===== src/sv/fatr_pkg.sv =====
// ----------------------------------------------------------------------------
// fatr_pkg
// Types and constants shared by the framed angle triplet receiver and its
// channel interfaces.
// ----------------------------------------------------------------------------
package fatr_pkg;

  localparam int unsigned BYTE_W    = 8;
  localparam int unsigned ANGLE_W   = 16;
  localparam int unsigned CFG_IDX_W = 3;
  localparam int unsigned CFG_W     = ANGLE_W;
  localparam int unsigned PAYLOAD_LEN = 6;
  localparam int unsigned CNT_W     = 3;

  localparam logic [BYTE_W-1:0] FRAME_HEAD = 8'hAA;
  localparam logic [BYTE_W-1:0] FRAME_TAIL = 8'hBB;

  typedef logic [BYTE_W-1:0]         byte_t;
  typedef logic signed [ANGLE_W-1:0] angle_t;

  typedef enum logic {
    OP_BYTE = 1'b0,
    OP_ARM  = 1'b1
  } opcode_t;

  typedef enum logic [CFG_IDX_W-1:0] {
    CFG_LOW_A  = 3'd0,
    CFG_HIGH_A = 3'd1,
    CFG_LOW_B  = 3'd2,
    CFG_HIGH_B = 3'd3,
    CFG_LOW_C  = 3'd4,
    CFG_HIGH_C = 3'd5
  } cfg_idx_t;

  localparam angle_t LOW_A_RST  = 16'sd7000;
  localparam angle_t HIGH_A_RST = 16'sd18000;
  localparam angle_t LOW_B_RST  = 16'sd0;
  localparam angle_t HIGH_B_RST = 16'sd4500;
  localparam angle_t LOW_C_RST  = 16'sd1000;
  localparam angle_t HIGH_C_RST = 16'sd13000;

  typedef struct packed {
    angle_t angle_a;
    angle_t angle_b;
    angle_t angle_c;
  } result_t;

endpackage


===== src/sv/fatr_in_if.sv =====
// ----------------------------------------------------------------------------
// fatr_in_if
// Request channel into the receiver: an opcode and a received byte.
// ----------------------------------------------------------------------------
interface fatr_in_if;
  import fatr_pkg::*;

  logic            valid;
  logic            ready;
  logic            opcode;
  logic [BYTE_W-1:0] rx_byte;

  modport source (output valid, output opcode, output rx_byte, input ready);
  modport sink   (input valid, input opcode, input rx_byte, output ready);
endinterface


===== src/sv/fatr_out_if.sv =====
// ----------------------------------------------------------------------------
// fatr_out_if
// Result channel out of the receiver: three clamped angles.
// ----------------------------------------------------------------------------
interface fatr_out_if;
  import fatr_pkg::*;

  logic   valid;
  logic   ready;
  angle_t angle_a;
  angle_t angle_b;
  angle_t angle_c;

  modport source (output valid, output angle_a, output angle_b, output angle_c,
                  input ready);
  modport sink   (input valid, input angle_a, input angle_b, input angle_c,
                  output ready);
endinterface


===== src/sv/framed_angle_triplet_receiver.sv =====
// A result is registered into the output register when the trailer byte is
// accepted, or into the skid entry if the output is held and not taken.
// Throughput: one request per cycle while the skid entry is empty; a frame
// of eight bytes yields at most one result, held in the output register
// with one skid entry behind it. Reset: synchronous, active low; the
// receiver comes up disarmed and idle with the clamp limits at their default values.
// ----------------------------------------------------------------------------
// framed_angle_triplet_receiver
// Frame parser for a head byte, six payload bytes of three little-endian
// signed angles and a trailer byte; the angles are clamped to per-axis limits.
// ----------------------------------------------------------------------------
module framed_angle_triplet_receiver (
  input  logic                        clk,
  input  logic                        rst_n,
  fatr_in_if.sink                     in_req,
  fatr_out_if.source                  out_res,
  input  logic                        cfg_we,
  input  logic [fatr_pkg::CFG_IDX_W-1:0] cfg_index,
  input  logic [fatr_pkg::CFG_W-1:0]  cfg_wdata
);
  import fatr_pkg::*;

  function automatic angle_t clamp_angle(input byte_t lo_b, input byte_t hi_b,
                                         input angle_t lo, input angle_t hi);
    angle_t v;
    v = angle_t'({hi_b, lo_b});
    if (v >= hi) begin
      return hi;
    end else if (v < lo) begin
      return lo;
    end
    return v;
  endfunction

  angle_t low_a_r, high_a_r, low_b_r, high_b_r, low_c_r, high_c_r;

  logic              armed_r, armed_nxt;
  logic              in_frame_r, in_frame_nxt;
  logic [CNT_W-1:0]  byte_count_r, byte_count_nxt;
  byte_t             payload_r [PAYLOAD_LEN];

  result_t out_data_r, skid_data_r, res_data;
  logic    out_valid_r, out_valid_nxt;
  logic    skid_valid_r, skid_valid_nxt;

  logic accept, res_fire, out_take, store_byte;

  assign in_req.ready = !skid_valid_r;
  assign accept       = in_req.valid && in_req.ready;
  assign out_take     = out_valid_r && out_res.ready;

  // Configuration writes.
  always_ff @(posedge clk) begin
    if (!rst_n) begin
      low_a_r  <= LOW_A_RST;
      high_a_r <= HIGH_A_RST;
      low_b_r  <= LOW_B_RST;
      high_b_r <= HIGH_B_RST;
      low_c_r  <= LOW_C_RST;
      high_c_r <= HIGH_C_RST;
    end else if (cfg_we) begin
      case (cfg_idx_t'(cfg_index))
        CFG_LOW_A:  low_a_r  <= angle_t'(cfg_wdata);
        CFG_HIGH_A: high_a_r <= angle_t'(cfg_wdata);
        CFG_LOW_B:  low_b_r  <= angle_t'(cfg_wdata);
        CFG_HIGH_B: high_b_r <= angle_t'(cfg_wdata);
        CFG_LOW_C:  low_c_r  <= angle_t'(cfg_wdata);
        CFG_HIGH_C: high_c_r <= angle_t'(cfg_wdata);
        default: ;
      endcase
    end
  end

  // Frame parser.
  always_comb begin
    armed_nxt      = armed_r;
    in_frame_nxt   = in_frame_r;
    byte_count_nxt = byte_count_r;
    res_fire       = 1'b0;
    store_byte     = 1'b0;
    if (accept) begin
      case (opcode_t'(in_req.opcode))
        OP_ARM: begin
          armed_nxt = 1'b1;
        end
        OP_BYTE: begin
          if (armed_r) begin
            if (!in_frame_r) begin
              if (in_req.rx_byte == FRAME_HEAD) begin
                in_frame_nxt   = 1'b1;
                byte_count_nxt = '0;
              end
            end else if (byte_count_r < CNT_W'(PAYLOAD_LEN)) begin
              store_byte     = 1'b1;
              byte_count_nxt = byte_count_r + CNT_W'(1);
            end else begin
              // Trailer position: the frame closes whatever the byte is.
              in_frame_nxt   = 1'b0;
              byte_count_nxt = '0;
              if (in_req.rx_byte == FRAME_TAIL) begin
                res_fire  = 1'b1;
                armed_nxt = 1'b0;
              end
            end
          end
        end
        default: ;
      endcase
    end
  end

  assign res_data.angle_a = clamp_angle(payload_r[0], payload_r[1], low_a_r, high_a_r);
  assign res_data.angle_b = clamp_angle(payload_r[2], payload_r[3], low_b_r, high_b_r);
  assign res_data.angle_c = clamp_angle(payload_r[4], payload_r[5], low_c_r, high_c_r);

  always_ff @(posedge clk) begin
    if (!rst_n) begin
      armed_r      <= 1'b0;
      in_frame_r   <= 1'b0;
      byte_count_r <= '0;
    end else begin
      armed_r      <= armed_nxt;
      in_frame_r   <= in_frame_nxt;
      byte_count_r <= byte_count_nxt;
    end
  end

  always_ff @(posedge clk) begin
    if (store_byte) begin
      payload_r[byte_count_r] <= in_req.rx_byte;
    end
  end

  // Output register with one skid entry behind it.
  always_comb begin
    out_valid_nxt  = out_valid_r;
    skid_valid_nxt = skid_valid_r;
    if (skid_valid_r) begin
      if (out_take) begin
        skid_valid_nxt = 1'b0;
      end
    end else if (res_fire) begin
      if (out_valid_r && !out_take) begin
        skid_valid_nxt = 1'b1;
      end else begin
        out_valid_nxt = 1'b1;
      end
    end else if (out_take) begin
      out_valid_nxt = 1'b0;
    end
  end

  always_ff @(posedge clk) begin
    if (!rst_n) begin
      out_valid_r  <= 1'b0;
      skid_valid_r <= 1'b0;
    end else begin
      out_valid_r  <= out_valid_nxt;
      skid_valid_r <= skid_valid_nxt;
    end
  end

  always_ff @(posedge clk) begin
    if (skid_valid_r) begin
      if (out_take) begin
        out_data_r <= skid_data_r;
      end
    end else if (res_fire) begin
      if (out_valid_r && !out_take) begin
        skid_data_r <= res_data;
      end else begin
        out_data_r <= res_data;
      end
    end
  end

  assign out_res.valid   = out_valid_r;
  assign out_res.angle_a = out_data_r.angle_a;
  assign out_res.angle_b = out_data_r.angle_b;
  assign out_res.angle_c = out_data_r.angle_c;

endmodule

===== src/flat_wrapper.sv =====
// flat-port wrapper written by rule: the top's interface ports become plain ports
module framed_angle_triplet_receiver_flat import fatr_pkg::*;
  (clk, rst_n, cfg_we, cfg_index, cfg_wdata, in_req_valid, in_req_opcode, in_req_rx_byte, in_req_ready, out_res_valid, out_res_angle_a, out_res_angle_b, out_res_angle_c, out_res_ready);
  fatr_in_if in_req_i ();
  fatr_out_if out_res_i ();
  input  logic clk;
  input  logic rst_n;
  input  logic cfg_we;
  input  logic [fatr_pkg::CFG_IDX_W-1:0] cfg_index;
  input  logic [fatr_pkg::CFG_W-1:0] cfg_wdata;
  input wire logic [$bits(in_req_i.valid)-1:0] in_req_valid;
  input wire logic [$bits(in_req_i.opcode)-1:0] in_req_opcode;
  input wire logic [$bits(in_req_i.rx_byte)-1:0] in_req_rx_byte;
  output wire logic [$bits(in_req_i.ready)-1:0] in_req_ready;
  output wire logic [$bits(out_res_i.valid)-1:0] out_res_valid;
  output wire logic [$bits(out_res_i.angle_a)-1:0] out_res_angle_a;
  output wire logic [$bits(out_res_i.angle_b)-1:0] out_res_angle_b;
  output wire logic [$bits(out_res_i.angle_c)-1:0] out_res_angle_c;
  input wire logic [$bits(out_res_i.ready)-1:0] out_res_ready;
  assign in_req_i.valid = in_req_valid;
  assign in_req_i.opcode = in_req_opcode;
  assign in_req_i.rx_byte = in_req_rx_byte;
  assign in_req_ready = in_req_i.ready;
  assign out_res_valid = out_res_i.valid;
  assign out_res_angle_a = out_res_i.angle_a;
  assign out_res_angle_b = out_res_i.angle_b;
  assign out_res_angle_c = out_res_i.angle_c;
  assign out_res_i.ready = out_res_ready;
  framed_angle_triplet_receiver u_core (.clk(clk), .rst_n(rst_n), .in_req(in_req_i), .out_res(out_res_i), .cfg_we(cfg_we), .cfg_index(cfg_index), .cfg_wdata(cfg_wdata));
endmodule

===== config.mk =====
export PLATFORM = sky130hd
export DESIGN_NAME = framed_angle_triplet_receiver_flat
export DESIGN_NICKNAME = d
export VERILOG_FILES = /design/src/sv/fatr_pkg.sv /design/src/sv/fatr_in_if.sv /design/src/sv/fatr_out_if.sv /design/src/sv/framed_angle_triplet_receiver.sv /design/src/flat_wrapper.sv
export SDC_FILE = /design/constraint.sdc
export NUM_CORES = 1
export LEC_CHECK = 0
export BUFFER_PORTS_ARGS = -buffer_cell sky130_fd_sc_hd__clkbuf_2
export CAP_MARGIN = 5
export CORE_ASPECT_RATIO = 1.25
export CORE_MARGIN = 3
export CORE_UTILIZATION = 60
export CTS_CLUSTER_DIAMETER = 60
export DETAILED_ROUTE_END_ITERATION = 6
export PLACE_DENSITY = 0.79
export SETUP_SLACK_MARGIN = 0.3
export SLEW_MARGIN = 20
export SYNTH_ARGS = -nofsm -noshare
export SYNTH_HDL_FRONTEND = slang
export SYNTH_SLANG_ARGS = --single-unit

===== constraint.sdc =====
create_clock -name clk -period 10.7 [get_ports clk]
set_input_delay 2.14 -clock clk [delete_from_list [all_inputs] [get_ports clk]]
set_output_delay 2.14 -clock clk [all_outputs]
set_load 0.01 [all_outputs]

==> flow_summary.json, run 1 <==
{
  "switching_share": 0.211,
  "reg2reg_setup_slack_ps": 6740,
  "wl_met1_um": 13200,
  "drtAntennaViolNets": 0,
  "grt_overflow": 0,
  "ys_types": 64,
  "finalSetupViolCount": 0,
  "antenna_found_initial": 0,
  "top_layer_used": "met4",
  "cts_tree": "yes",
  "rows": 58,
  "seq_area_um2": 6390,
  "timing.rr.start": "u_core.payload_r[5][3]",
  "min_period_ps": 4800,
  "gp_congestion": 0.929,
  "nFillCells": 1541,
  "wl_met3_um": 1910,
  "reg2reg_to": "u_core.out_res.angle_c[12]",
  "cp_max_fo": 32,
  "core_region_area_um2": 20400,
  "grt_max_degree": 104,
  "tightestPinTransition_ps": 1130,
  "synth_area_leaders": "edfxtp_1 (34%), dfxtp_1 (16%), ha_1 (9.3%)",
  "dp_hpwl_um": 23300,
  "synth_top_area_frac": 0.343,
  "drtIter0Drc": 879,
  "grt_first_pass_wirelength_um": 51100,
  "power.density_nw_per_um2": 145,
  "start_kind": "input port",
  "critical_path_class": "in2reg",
  "cts_setup_buffers": 0,
  "maxClockFrequency_mhz": 208,
  "hold_path.startpoint": "u_core.low_b_r[8]",
  "die-area_um2": 22800,
  "cts_max_level": 1,
  "ys_seq_area_frac": 0.506,
  "netSwitchingPower_w": 0.000431,
  "cts-root-buf": "clkbuf_16",
  "via_per_inst": 6.12,
  "cts_resized": 0,
  "drive_above_1_share": 0.157,
  "wl_met2_um": 16000,
  "wl_um": 32900,
  "nNetsFinal": 1399,
  "wl_per_cell_um": 21.1,
  "post-route-period-util": 0.449,
  "post-route-drc-count": 0,
  "p_seq_frac": 0.497,
  "timing_hold_violations_final": 0,
  "p_comb_frac": 0.053,
  "multi_input_area_um2": 5660,
  "worst-r2r-cell-count": 9,
  "critPathArrivalTime_ps": 4970,
  "clk-insertion-delay-late_ps": 530,
  "ys_seq_elements": 247,
  "clockPowerShare": 0.450,
  "post_cts_hold_buffer_count": 0,
  "cts_made_buffers": 24,
  "num_vias": 9547,
  "async_reset_ff_frac": 0,
  "io_buffers": 82,
  "area_growth_pct": 12.0,
  "yosys_warnings": 0,
  "fin_setup_tns_ps": 0,
  "syn_inst": 1208,
  "leakagePower_nw": 5.36,
  "clock-sinks": 247,
  "first_pass_iters": 5,
  "skew_ps": 17.1,
  "ir_worst_vdd_mv": 0.129,
  "cp-end-kind": "flop",
  "cp.required_ps": 10870,
  "synthFlopType": "edfxtp_1",
  "relSlewSlack": 0.240,
  "clockBufferDepth": 3,
  "cts.clk_slew.worst_paths_ps": 60,
  "track_usage": 0.288,
  "min_path_cells": 2,
  "first_global_vias": 9203,
  "synth_nets": 1335,
  "synth_edf_count": 144,
  "hp-class": "reg2reg",
  "run_status": "finished clean",
  "synth_area_um2": 12600,
  "die_x_um": 136,
  "maxCapViolations": 0,
  "avgSynthCellArea_um2": 10.4,
  "grt_setup_unrepaired": "false",
  "slew_viol_final": 0,
  "hold_end": "u_core.low_b_r[8]",
  "fp.dieH_um": 168,
  "initial_core_util": 0.619,
  "fin_util": 0.694,
  "synth_top_area_cell": "edfxtp_1",
  "ioPinCount": 83,
  "p_int_w": 0.00162
}
==> layer usage <==
metal / GRT usage / vias to the layer above
met1: 0.366 / 4570
met3: 0.0356 / 87
met4: 0.145 / 0
li1: - / 4543
met2: 0.483 / 347
met5: 0 / -
==> layout make-up <==
type,count,area share
Timing Repair Buffer,97,0.0370
Sequential cell,247,0.452
Antenna cell,1,0.000177
Clock inverter,13,0.0130
Multi-Input combinational cell,804,0.400
Tap cell,270,0.0239
Clock buffer,31,0.0479
Inverter,98,0.0260
==> critical path: stages <==
cell and delay, ps:
clkbuf_2 160, and4b_1 270, nand3b_1 120, or3_1 410, or3b_2 500, a22oi_2 840, buf_4 510
==> cell usage after synthesis (8+ instances only) <==
cell,number
nand2_1,222
edfxtp_1,144
dfxtp_1,103
inv_1,97
ha_1,94
a21boi_0,69
clkbuf_1,44
a21oi_1,43
o21ai_0,39
nor2_1,34
mux2i_1,32
mux2_2,31
o211ai_1,31
or4_1,29
o221a_2,20
o221ai_1,16
a21o_1,15
nand4_1,15
nor2b_1,11
o221a_1,10
nand3_1,8
==> cells in the final DEF, fill, tap and decap left out, types with 31 or more instances in the layout <==
cell | synthesis | layout
ha_1 | 94 | 94
mux2i_1 | 32 | 32
o21ai_0 | 39 | 39
mux2_2 | 31 | 31
o211ai_1 | 31 | 31
clkbuf_2 | 1 | 82
edfxtp_1 | 144 | 144
dfxtp_1 | 103 | 103
nand2_1 | 222 | 222
a21oi_1 | 43 | 43
nor2_1 | 34 | 31
inv_1 | 97 | 97
a21boi_0 | 69 | 69
==> through the flow <==
step                std cells  cell area [um2]  setup slack [ps]  total power [W]  hold WS (ps)
floorplan                1208            12600              4530          0.00110           443
global placement         1516            13300              5380          0.00114           454
detailed placement       1516            13300              5360          0.00114           462
CTS                      1560            14100              5870          0.00205           471
global route             1560            14100              5710          0.00210           496
finish                   1561            14100              5900          0.00205           470
==> power by group through the flow <==
| stage | clock network (W) | registers (W) | logic, W |
|---|---|---|---|
| 2_1_floorplan | 0 | 0.00104 | 0.0000658 |
| 3_3_place_gp | 0 | 0.00104 | 0.000102 |
| 3_5_place_dp | 0 | 0.00104 | 0.000106 |
| 4_1_cts | 0.000931 | 0.00102 | 0.000107 |
| 5_1_grt | 0.000966 | 0.00102 | 0.000118 |
| 6_report | 0.000922 | 0.00102 | 0.000109 |
==> cells by family after synthesis <==
| family | Yosys count | synth area share |
|---|---|---|
| AO/OA/AOI/OAI | 284 | 0.164 |
| AND/OR/NAND/NOR | 362 | 0.133 |
| flip-flops | 247 | 0.506 |
| multiplexers | 64 | 0.0539 |
| buffers and inverters | 157 | 0.0496 |
| adder cells (fa/ha/maj) | 94 | 0.0932 |
==> flip-flops by register name (all words and copies together), names as in the netlist <==
register / count
u_core.payload_r: 48
u_core.high_b_r: 16
u_core.low_c_r: 16
u_core.skid_data_r: 48
u_core.in_frame_r: 1
u_core.skid_valid_r: 1
u_core.low_a_r: 16
u_core.byte_count_r: 3
u_core.armed_r: 1
u_core.low_b_r: 16
u_core.out_res.angle_b: 16
u_core.high_a_r: 16
u_core.out_res.angle_c: 16
u_core.out_res.angle_a: 16
u_core.out_res.valid: 1
u_core.high_c_r: 16
==> worst max-delay path by stage <==
stage          cells past startpoint         startpoint  slack (ps)                         to
2_1_floorplan                      5  in_req_rx_byte[6]        4530  u_core.out_res.angle_a[0]
3_3_place_gp                       7  in_req_rx_byte[6]        5380  u_core.out_res.angle_b[0]
3_5_place_dp                       7  in_req_rx_byte[6]        5360  u_core.out_res.angle_b[2]
4_1_cts                            7  in_req_rx_byte[6]        5870  u_core.out_res.angle_b[3]
5_1_grt                            7  in_req_rx_byte[6]        5710  u_core.out_res.angle_b[9]
6_report                           7  in_req_rx_byte[6]        5900  u_core.out_res.angle_b[3]
Note: power is estimated with default switching activity, not from simulation.
==> run 2: changes to the inputs <==
ABC_AREA = 1   (was not set)
clock period = 4.67 ns   (was 10.7 ns; I/O delays follow)
==> run 2 against run 1 <==
- synthesized cell count grew 17%
- largest cell class unchanged
- power is 140% higher
- clock skew is 7.4 ps lower
- wire length rose by 4.6%
- cell count increased by 14%
- critical endpoint is now in_req_ready
- non-clock buffer count shrank 3
- global-route usage increased by 1.0 points
- clock power rose by 140%
- combinational power increased to 3.4 times the previous value
- clock-buffer cell count shrank 3
- register-to-register slack worse by 5100 ps
- critical path type is now reg2out
==> flow_summary.json, run 2 <==
{
  "run_status": "finished clean",
  "nFillCells": 1674,
  "holdWs_ps": 474,
  "critPathArrivalTime_ps": 2180,
  "synth.most_common_cell": "nand2_1",
  "setup_ws_ps": 1550,
  "clock-sinks": 247,
  "mostFrequentLayoutCells": "nand2_1 (294), inv_1 (150), edfxtp_1 (144)",
  "cts_setup_buffers": 0,
  "pre_cts_ws_ps": 1550,
  "post-route-period-util": 0.667,
  "core_region_area_um2": 21000,
  "finalSetupViolCount": 0,
  "nNetsFinal": 1610,
  "crit_slowest_cell": "buf_4",
  "cp.required_ps": 3740,
  "wl_per_cell_um": 19.4,
  "synth_nets": 1546,
  "critPathTopFamily": "buffers and inverters",
  "design_area_um2": 14500,
  "first_global_vias": 10200,
  "start_kind": "flop",
  "synthFlopType": "edfxtp_1",
  "yosys_warnings": 0,
  "drtAntennaViolNets": 0,
  "die_x_um": 138,
  "ir_worst_vdd_mv": 0.329,
  "cts_max_level": 1,
  "synth_area_leaders": "edfxtp_1 (33%), dfxtp_1 (16%), ha_1 (9.0%)",
  "cp_num_buf_inv": 4,
  "ys_seq_area_frac": 0.491,
  "clk-insertion-delay-late_ps": 520,
  "maxCapViolations": 0,
  "fp.dieH_um": 171,
  "grt_first_pass_wirelength_um": 54200,
  "cts_resized": 0,
  "wl_met3_um": 2480,
  "synth_top_area_frac": 0.333,
  "min_period_ps": 3120,
  "critical_path_class": "reg2out",
  "async_reset_ff_frac": 0,
  "dp_hpwl_um": 24200,
  "rows": 59,
  "area_growth_pct": 11.5,
  "avgSynthCellArea_um2": 9.16,
  "drive_above_1_share": 0.139,
  "grt_max_degree": 51,
  "antenna_found_initial": 0,
  "die-area_um2": 23500,
  "dpl-instance-area_um2": 13600,
  "final_common_cell": "nand2_1",
  "leakagePower_nw": 6.18,
  "cts_made_buffers": 25,
  "synth_edf_count": 144,
  "fin_setup_tns_ps": 0,
  "cts-root-buf": "clkbuf_16",
  "yosys-top-cells-count": "nand2_1 (294), inv_1 (150), edfxtp_1 (144), dfxtp_1 (103), a21oi_1 (101)",
  "antenna_cells": 0,
  "syn_inst": 1419,
  "clockBufferDepth": 3,
  "synth_top_area_cell": "edfxtp_1",
  "ys_types": 35,
  "cts_tree": "yes",
  "cp-end-kind": "output port",
  "track_usage": 0.298,
  "first_pass_iters": 5,
  "via_per_inst": 5.90,
  "wl_um": 34400,
  "slowest_delay_ps": 480,
  "top_layer_used": "met4",
  "crit_chain": "buf_4 > clkinv_1 > buf_4 > clkbuf_2",
  "power.density_nw_per_um2": 339,
  "skew_ps": 9.73,
  "wl_met1_um": 14100,
  "drtIter0Drc": 811,
  "post_cts_hold_buffer_count": 0,
  "hp-class": "reg2reg",
  "wl_met2_um": 16200,
  "fin_util": 0.689,
  "cp_max_fo": 50,
  "top_regs": "u_core.payload_r: 48 flops, u_core.skid_data_r: 48 flops",
  "relSlewSlack": 0.401,
  "slew_viol_final": 0,
  "cts.clk_slew.worst_paths_ps": 60,
  "num_vias": 10500,
  "maxClockFrequency_mhz": 321,
  "grt_overflow": 0,
  "tightestPinTransition_ps": 898,
  "ys_seq_elements": 247,
  "crit_top_cell": "buf_4",
  "io_buffers": 82,
  "initial_core_util": 0.618,
  "timing_hold_violations_final": 0,
  "ioPinCount": 83,
  "post-route-drc-count": 0,
  "synth_area_um2": 13000,
  "gp_congestion": 0.989,
  "grt_setup_unrepaired": "false"
}
-- run 2: layer usage --
metal	up-vias	global-route usage
met3	97	0.0321
li1	5017	-
met4	0	0.129
met5	-	0
met1	4945	0.403
met2	413	0.487
-- run 2: worst paths after layout --
path | startpoint | end | slack [ps] | depth (start not counted)
max | u_core.skid_valid_r | in_req_ready | 1550 | 4
min | u_core.high_a_r[8] | u_core.high_a_r[8] | 470 | 2
max reg2reg | u_core.payload_r[3][7] | u_core.skid_data_r[17] | 1670 | 10
min reg2reg | u_core.high_a_r[8] | u_core.high_a_r[8] | 470 | 2
-- run 2: through the flow --
| step | instances | total power (W) |
|---|---|---|
| final | 1775 | 0.00491 |
| after detailed placement | 1730 | 0.00276 |
| after CTS | 1775 | 0.00492 |
| after floorplan | 1419 | 0.00265 |
| after global placement | 1730 | 0.00275 |
| after global routing | 1775 | 0.00506 |
-- run 2: cell type report --
type | instances | area (um2) | share of cell area
clock buffers | 28 | 647 | 0.0446
clock inverters | 17 | 248 | 0.0171
inverters | 153 | 574 | 0.0396
multi-input cells | 962 | 5800 | 0.400
flip-flops and latches | 247 | 6390 | 0.441
well taps | 274 | 343 | 0.0236
repair buffers | 94 | 500 | 0.0345
-- run 2: cell families after synthesis --
kind of cell | Yosys count | synth area share
simple gates | 651 | 0.261
flops | 247 | 0.491
compound gates | 217 | 0.0919
buf+inv | 210 | 0.0655
fa+ha+maj | 94 | 0.0905
-- run 2: power by group --
group | internal [W] | switching [W] | total, W
registers | 0.00234 | 0.0000174 | 0.00235
logic | 0.000121 | 0.000251 | 0.000371
clock network | 0.00133 | 0.000854 | 0.00219
-- run 2: worst reg2reg max path: stages, from the launching register on --
cell and delay [ps]:
edfxtp_1 480, ha_1 380, a21oi_1 150, o21ai_0 100
a21oi_2 210, nand2_1 100, nand2_2 350, nand3_2 460
nand2_1 180, nand3_1 150, and2_1 190
==> run 3: changes to the inputs <==
clock period = 3 ns   (was 4.67 ns; I/O delays follow)
==> run 3 against run 2 <==
- cell count grew 2.3%
- die area is the same
- sequential power grew 56%
- sequential share of layout area shrank 0.96 points
- via count grew 2.0%
- sequential cell count is the same
- final area grew 2.2%
- wire length shrank 0.29%
- largest cell class unchanged
==> flow_summary.json, run 3 (synthesis gave the netlist of run 2 again) <==
{
  "run_status": "finished clean",
  "cts_max_level": 1,
  "dpl-instance-area_um2": 13900,
  "min_period_ps": 2590,
  "clock-sinks": 247,
  "antenna_found_initial": 0,
  "maxCapViolations": 0,
  "grt_setup_unrepaired": "false",
  "design_area_um2": 14800,
  "gp_congestion": 0.959,
  "start_kind": "flop",
  "clockBufferDepth": 3,
  "first_pass_iters": 6,
  "drtIter0Drc": 961,
  "clk-insertion-delay-late_ps": 520,
  "dp_hpwl_um": 24200,
  "hp-class": "in2reg",
  "cts_made_buffers": 25,
  "drtAntennaViolNets": 0,
  "power.density_nw_per_um2": 495,
  "tightestPinTransition_ps": 858,
  "grt_max_degree": 49,
  "nFillCells": 1610,
  "maxClockFrequency_mhz": 385,
  "grt_overflow": 0,
  "die_x_um": 138,
  "ir_worst_vdd_mv": 0.438,
  "top_regs": "u_core.payload_r: 48 flops, u_core.skid_data_r: 48 flops",
  "skew_ps": 7.63,
  "grt_first_pass_wirelength_um": 53600,
  "critical_path_class": "reg2reg",
  "timing_hold_violations_final": 0,
  "rows": 59,
  "area_growth_pct": 14.0,
  "final_common_cell": "nand2_1",
  "finalSetupViolCount": 0,
  "cp.required_ps": 3270,
  "pre_cts_ws_ps": 380,
  "post-route-period-util": 0.865,
  "slew_viol_final": 0,
  "io_buffers": 82,
  "critPathArrivalTime_ps": 2870,
  "ioPinCount": 83,
  "via_per_inst": 5.88,
  "post-route-drc-count": 0,
  "die-area_um2": 23500,
  "layoutNonFillerInstCount": 1816,
  "mostFrequentLayoutCells": "nand2_1 (291), inv_1 (145), edfxtp_1 (144)",
  "num_vias": 10700,
  "cts.clk_slew.worst_paths_ps": 60,
  "wl_per_cell_um": 18.9,
  "cts-root-buf": "clkbuf_16",
  "cp_max_fo": 16,
  "drive_above_1_share": 0.165,
  "leakagePower_nw": 6.36,
  "first_global_vias": 10400,
  "cts_tree": "yes",
  "dp.cells": 1760,
  "nNetsFinal": 1651,
  "post_cts_hold_buffer_count": 0,
  "core_region_area_um2": 21000,
  "initial_core_util": 0.618,
  "fin_setup_tns_ps": 0,
  "relSlewSlack": 0.428,
  "antenna_cells": 0,
  "fp.dieH_um": 171,
  "track_usage": 0.294,
  "wl_um": 34300,
  "cp-end-kind": "flop",
  "setup_ws_ps": 405
}
==> run 3: cell count changes in the layout (fill, tap and decap cells not counted), moves of 4 or more <==
cell / delta
buf_4: +34
buf_12: +5
bufinv_16: -5
clkbuf_1: +5
inv_1: -5
nand2_2: +4
==> run 3: metrics by stage <==
| stage | total power, W | utilization | hold slack [ps] |
|---|---|---|---|
| floorplan | 0.00413 | - | 448 |
| global placement | 0.00432 | 0.662 | 461 |
| detailed placement | 0.00435 | 0.662 | 465 |
| CTS | 0.00733 | 0.699 | 325 |
| global route | 0.00757 | 0.704 | 355 |
| finish | 0.00733 | 0.704 | 330 |
==> run 3: final timing paths <==
| path | start | endpoint | slack [ps] | cells past startpoint |
|---|---|---|---|---|
| worst max-delay path | u_core.payload_r[4][7] | u_core.skid_data_r[5] | 410 | 11 |
| worst min-delay path | in_req_opcode | u_core.armed_r | 330 | 3 |
| worst max register to register | u_core.payload_r[4][7] | u_core.skid_data_r[5] | 410 | 11 |
| worst min register to register | u_core.low_b_r[11] | u_core.low_b_r[11] | 480 | 2 |
==> run 3: per-layer routing <==
metal	vias to the layer above	GRT usage	share of wire
li1	5100	-	-
met1	5003	0.366	0.39
met2	448	0.488	0.48
met3	129	0.0459	0.070
met4	0	0.158	0.061
met5	-	0	0
==> run 3: layout make-up <==
type                    count  area [um2]  area share
flip-flops and latches    247        6390       0.431
multi-input cells         964        5850       0.395
repair buffers            133         856      0.0577
clock buffers              36         707      0.0477
inverters                 153         597      0.0403
well taps                 274         343      0.0231
clock inverters             9        80.1     0.00540
==> run 3: power by group <==
group | switching (W) | internal, W | total, W
combinational | 0.000415 | 0.000219 | 0.000634
sequential | 0.0000283 | 0.00364 | 0.00367
clock | 0.00131 | 0.00173 | 0.00303
==> run 3: worst max-delay path: stages, from the launching register on <==
cell and delay (ps):
edfxtp_1 480, ha_1 340, nand2_1 70, nor2_1 170, nand2_1 80, nand2_1 70
nand2_2 80, a21oi_1 240, nor2_4 140, nand2_4 260, nand3_1 210, and2_1 200
==> run 3: repair_timing <==
item / CTS / global route
setup endpoints to repair: 0 / 61
resized for setup: 0 / 2
hold endpoints to repair: 0 / 0
setup buffers: 0 / 9
